[config.mk]
export PLATFORM = sky130hd
export DESIGN_NAME = his_bucket_mod
export DESIGN_NICKNAME = d
export VERILOG_FILES = /design/src/rtl/hashed_integer_set_top_defines.svh /design/src/rtl/his_pkg.sv /design/src/rtl/his_bucket_mod.sv
export SDC_FILE = /design/constraint.sdc
export NUM_CORES = 1
export LEC_CHECK = 0
export ABC_AREA = 1
export BUFFER_PORTS_ARGS = -buffer_cell sky130_fd_sc_hd__buf_2
export CAP_MARGIN = 10
export CORE_UTILIZATION = 50
export CTS_CLUSTER_DIAMETER = 120
export DETAILED_ROUTE_END_ITERATION = 6
export PLACE_DENSITY = 0.77
export SYNTH_ARGS = -nofsm -noshare
export SYNTH_HDL_FRONTEND = slang
export SYNTH_SLANG_ARGS = --single-unit
[constraint.sdc]
create_clock -name clock -period 19.4 [get_ports clock]
set_input_delay 4.85 -clock clock [delete_from_list [all_inputs] [get_ports clock]]
set_output_delay 4.85 -clock clock [all_outputs]
set_load 0.01 [all_outputs]
[src/rtl/hashed_integer_set_top_defines.svh]
// ----------------------------------------------------------------------------
// Hashed integer set - assertion macros
// Shared concurrent assertion forms, clocked on clock, muted during reset.
// ----------------------------------------------------------------------------
`ifndef HASHED_INTEGER_SET_TOP_DEFINES_SVH
`define HASHED_INTEGER_SET_TOP_DEFINES_SVH

// same-cycle implication
`define HIS_ASSERT_IMP(lbl, ante, cons, msg) \
   lbl: assert property (@(posedge clock) disable iff (reset) (ante) |-> (cons)) \
      else $error(msg);

// next-cycle implication
`define HIS_ASSERT_NXT(lbl, ante, cons, msg) \
   lbl: assert property (@(posedge clock) disable iff (reset) (ante) |=> (cons)) \
      else $error(msg);

`endif

[src/rtl/his_pkg.sv]
// ----------------------------------------------------------------------------
// Hashed integer set - package
// Field widths and command codes shared by the channels and the datapath.
// ----------------------------------------------------------------------------
package his_pkg;

   localparam int KEY_W   = 32;
   localparam int CMD_W   = 2;
   localparam int COUNT_W = 9;

   typedef enum logic [CMD_W-1:0] {
      CMD_INSERT = 2'd0,
      CMD_LOOKUP = 2'd1,
      CMD_REMOVE = 2'd2
   } cmd_type;

endpackage

[src/rtl/his_bucket_mod.sv]
// ----------------------------------------------------------------------------
// Hashed integer set - bucket reduction
// Sign-extended key modulo BUCKETS on one shared 32x32 multiplier:
// reciprocal quotient estimate, remainder, two compare-subtract steps.
// ----------------------------------------------------------------------------
module his_bucket_mod #(
   parameter int BUCKETS = 101
) (
   input  logic                        clock,
   input  logic                        reset,
   input  logic                        start,
   input  logic [his_pkg::KEY_W-1:0]   key,
   output logic                        done,
   output logic [$clog2(BUCKETS)-1:0]  bucket
);
   import his_pkg::*;

   localparam int RW = $clog2(BUCKETS);
   localparam int PW = 2 * KEY_W;
   // remainder before correction is below 3*BUCKETS
   localparam int FW = RW + 2;

   localparam logic [PW-1:0] KEY_SPAN = PW'(1) << KEY_W;
   localparam logic [PW-1:0] BKT_WIDE = PW'(BUCKETS);
   // floor(2^32 / BUCKETS); the quotient it gives is low by at most one
   localparam logic [KEY_W-1:0] RECIP = KEY_W'(KEY_SPAN / BKT_WIDE);
   // all-ones upper half of a negative key, already reduced
   localparam logic [KEY_W-1:0] HI_REM =
      KEY_W'((((KEY_SPAN - PW'(1)) % BKT_WIDE) * (KEY_SPAN % BKT_WIDE)) % BKT_WIDE);

   typedef enum logic [2:0] {
      PH_IDLE,
      PH_QUOT,   // quotient estimate: key * RECIP, upper half
      PH_PROD,   // key - quotient * BUCKETS, upper half folded in
      PH_FIX1,
      PH_FIX2
   } phase_type;

   phase_type        phase_ff, phase_in;
   logic             done_ff,  done_in;
   logic             neg_ff,   neg_in;
   logic [KEY_W-1:0] lo_ff,    lo_in;
   logic [KEY_W-1:0] quot_ff,  quot_in;
   logic [FW-1:0]    rem_ff,   rem_in;

   // shared multiplier and its neighbors
   logic [KEY_W-1:0] mul_a;
   logic [KEY_W-1:0] mul_b;
   logic [PW-1:0]    product;
   logic [KEY_W-1:0] partial;
   logic [FW-1:0]    rem_sub;

   always_comb begin
      mul_a = lo_ff;
      mul_b = RECIP;
      if (phase_ff == PH_PROD) begin
         mul_a = quot_ff;
         mul_b = KEY_W'(BUCKETS);
      end
      product = PW'(mul_a) * PW'(mul_b);
      partial = lo_ff - product[KEY_W-1:0] + (neg_ff ? HI_REM : '0);
      rem_sub = (rem_ff >= FW'(BUCKETS)) ? rem_ff - FW'(BUCKETS) : rem_ff;

      phase_in = phase_ff;
      done_in  = 1'b0;
      neg_in   = neg_ff;
      lo_in    = lo_ff;
      quot_in  = quot_ff;
      rem_in   = rem_ff;
      unique case (phase_ff)
         PH_IDLE: begin
            if (start) begin
               lo_in    = key;
               neg_in   = key[KEY_W-1];
               phase_in = PH_QUOT;
            end
         end
         PH_QUOT: begin
            quot_in  = product[PW-1:KEY_W];
            phase_in = PH_PROD;
         end
         PH_PROD: begin
            rem_in   = partial[FW-1:0];
            phase_in = PH_FIX1;
         end
         PH_FIX1: begin
            rem_in   = rem_sub;
            phase_in = PH_FIX2;
         end
         PH_FIX2: begin
            rem_in   = rem_sub;
            done_in  = 1'b1;
            phase_in = PH_IDLE;
         end
         default: phase_in = PH_IDLE;
      endcase
   end

   always_ff @(posedge clock) begin
      if (reset) begin
         phase_ff <= PH_IDLE;
         done_ff  <= 1'b0;
      end else begin
         phase_ff <= phase_in;
         done_ff  <= done_in;
      end
      neg_ff  <= neg_in;
      lo_ff   <= lo_in;
      quot_ff <= quot_in;
      rem_ff  <= rem_in;
   end

   assign done   = done_ff;
   assign bucket = rem_ff[RW-1:0];

endmodule

==> impl_metrics.tcl <==
set metrics [dict create \
    viasPerCell 5.01 \
    wl_met1_um 25700 \
    cts.sinks 71 \
    muxShareOfSynthArea_pct 0.0455 \
    critPathKind "flop to flop" \
    ctsHtreeMaxLevel 3 \
    antenna_found_initial 0 \
    cts.clk_slew.worst_paths_ps 70 \
    grt_remaining_overflow 0 \
    synthTopCellsByCount "inv_1 (886), nand2_1 (499), ha_1 (391), fa_1 (337), nor2_1 (243)" \
    fin_crit_sh_pct 40.2 \
    max-slew-margin-rel_pct 27.6 \
    grtUsageTotal_pct 28.1 \
    synth.distinct_cells 40 \
    register_area_um2 2090 \
    cp-start-kind "flop" \
    grt_start_max_net_pins 68 \
    io_pins 43 \
    worstHoldPathType "flop to flop" \
    rsz0062_at_grt "no" \
    grt_pass1_wl_um 95100 \
    worstMarginPinSlew_ps 1080 \
    synth.most_common_cell "inv_1" \
    synth-compound-area-share_pct 2.87 \
    cts_tree "yes" \
    fillCellCount 4042 \
    cts_setup_buffers 0 \
    cts-resized-gates 0 \
    grt_pass1_vias 17780 \
    maxCapViolCount 0 \
    die_h_um 212 \
    syn_to_final_growth_pct 5.44 \
    start_util_pct 50.8 \
    ant_nets 0 \
    syn_inst 2774 \
    synth_area_leaders "fa_1 (31%), ha_1 (22%), inv_1 (15%)" \
    numCtsBuffers 9 \
    place_ws_ps 11670 \
    synth_ff_type "edfxtp_1" \
    synth_xor_xnor_area_share_pct 1.19 \
    synth_top_family_by_area "adder cells" \
    synth-edff-count 67 \
    fin_cells 3417 \
    routabilityCongestion 0.977 \
    fin_setup_tns_ps 0 \
    dp_cells 3401 \
    synthArstFlopShare_pct 0 \
    drive_gt1_share_pct 4.63 \
    synth_seq_cells 71 \
    synth-simple-area-share_pct 17.5 \
    num_rows 76 \
    ys_seq_area_share_pct 9.51 \
    hold_violations 0 \
    skew_ps 11.6 \
    synthAdderAreaFrac_pct 52.9 \
    fmax_ghz 0.128 \
    drtPass1Iterations 5 \
    vias 17106 \
    worst_slack_ps 11610 \
    first_iter_violations 1418 \
    fin_util_pct 53.6 \
    crit_fanout 31 \
    wl_um 59000 \
    status "completed" \
    cts_hold_buffers 0 \
    wl_per_cell_um 17.3 \
    yosysTopAreaCellShare_pct 30.7 \
    drcViolationCount 0 \
    setup_violations 0 \
    layout_min_cycle_time_ps 7790 \
    layout.nets 3590 \
    end_kind "flop" \
    dpl.hpwl_um 52500 \
    syn_area_um2 22000 \
    yosysTopAreaCell "fa_1" \
    insertedDiodeCount 0 \
    dr_wl_met3_um 4120 \
    multi_input_area_um2 16500 \
    clk-insertion-delay-late_ps 380 \
    synth_warnings 0 \
    die_w_um 212 \
    wl_met2_um 27200 \
    syn_avg_cell_area_um2 7.93 \
    clockBufferDepth 2 \
    io_buffers 42 \
    slew_viol_final 0 \
    critPathArrivalTime_ps 7920 \
    highest_layer "met4" \
    critPathRequiredTime_ps 19530 \
    core_um2 43300 \
    root_buffer "clkbuf_16" \
    die_area_um2 44800 \
]
worst paths after layout:
check | from | to | slack [ps] | depth (start not counted)
max | phase_ff[0]$_SDFFE_PP0P_ | quot_ff[16]$_DFFE_PP_ | 11610 | 27
min | phase_ff[2]$_SDFFE_PP0P_ | done$_SDFF_PP0_ | 530 | 2
max reg2reg | phase_ff[0]$_SDFFE_PP0P_ | quot_ff[16]$_DFFE_PP_ | 11610 | 27
min reg2reg | phase_ff[2]$_SDFFE_PP0P_ | done$_SDFF_PP0_ | 530 | 2
through the flow:
stage,hold WS [ps],instance area [µm²]
2_1_floorplan,463,22100
3_3_place_gp,514,22900
3_5_place_dp,530,22900
4_1_cts,540,23200
5_1_grt,551,23200
6_report,525,23200
flip-flops by register name, indices dropped and copies added (netlist names):
| register | count |
|---|---|
| rem_ff | 9 |
| phase_ff | 3 |
| done | 1 |
| lo_ff | 31 |
| quot_ff | 26 |
| neg_ff | 1 |
worst max-delay path, stage by stage, from the launching register on:
cell and delay, ps:
dfxtp_1 380, nor2_2 80, nand2_4 300, inv_4 350, nor2_1 870, inv_1 220
fa_1 580, inv_1 50, fa_1 500, inv_1 50, fa_1 390, fa_1 580
inv_1 70, fa_1 490, fa_1 500, inv_1 50, fa_1 480, inv_1 50
ha_1 400, nand2_1 130, nor2_1 270, inv_1 90, nor2_2 200, nand2_1 110
nor2_1 110, nand2_1 70, nand4_1 90, nand2_1 50
routing by layer:
layer  vias up  track usage (%)
li1       8262                -
met1      8148             38.8
met2       596             45.8
met3       100             3.12
met4         0             9.85
met5         -                0
logic make-up after synthesis:
group / Yosys count
AO/OA/AOI/OAI: 110
XOR/XNOR: 30
adder cells (fa/ha/maj): 728
buffers and inverters: 920
flip-flops: 71
multiplexers: 1
other: 2
AND/OR/NAND/NOR: 912
area by class of cell:
type | count | area share (%)
tap | 585 | 3.16
clock buffer | 9 | 0.971
timing repair buffer | 46 | 1.04
inverter | 899 | 14.6
sequential | 71 | 9.02
clock inverter | 7 | 0.286
multi-input combinational | 1800 | 71.0
cell usage in the layout (no fill, tap or decap), drive strengths merged, types with 2 or more instances in the layout:
| master | n |
|---|---|
| or2 | 24 |
| dfxtp | 4 |
| a211oi | 2 |
| nand2 | 500 |
| fa | 337 |
| ha | 391 |
| clkbuf | 9 |
| a31o | 12 |
| a31oi | 4 |
| conb | 19 |
| o21a | 2 |
| and2 | 7 |
| inv | 905 |
| xor2 | 21 |
| nor3 | 19 |
| buf | 46 |
| edfxtp | 67 |
| a21oi | 42 |
| nand4 | 25 |
| o21bai | 6 |
| nand3 | 58 |
| o21ai | 40 |
| xnor2 | 9 |
| nand3b | 2 |
| nor2 | 277 |
Power is not shown: default switching activity piles up to over one toggle a cycle in this logic, so the estimate is an artifact.
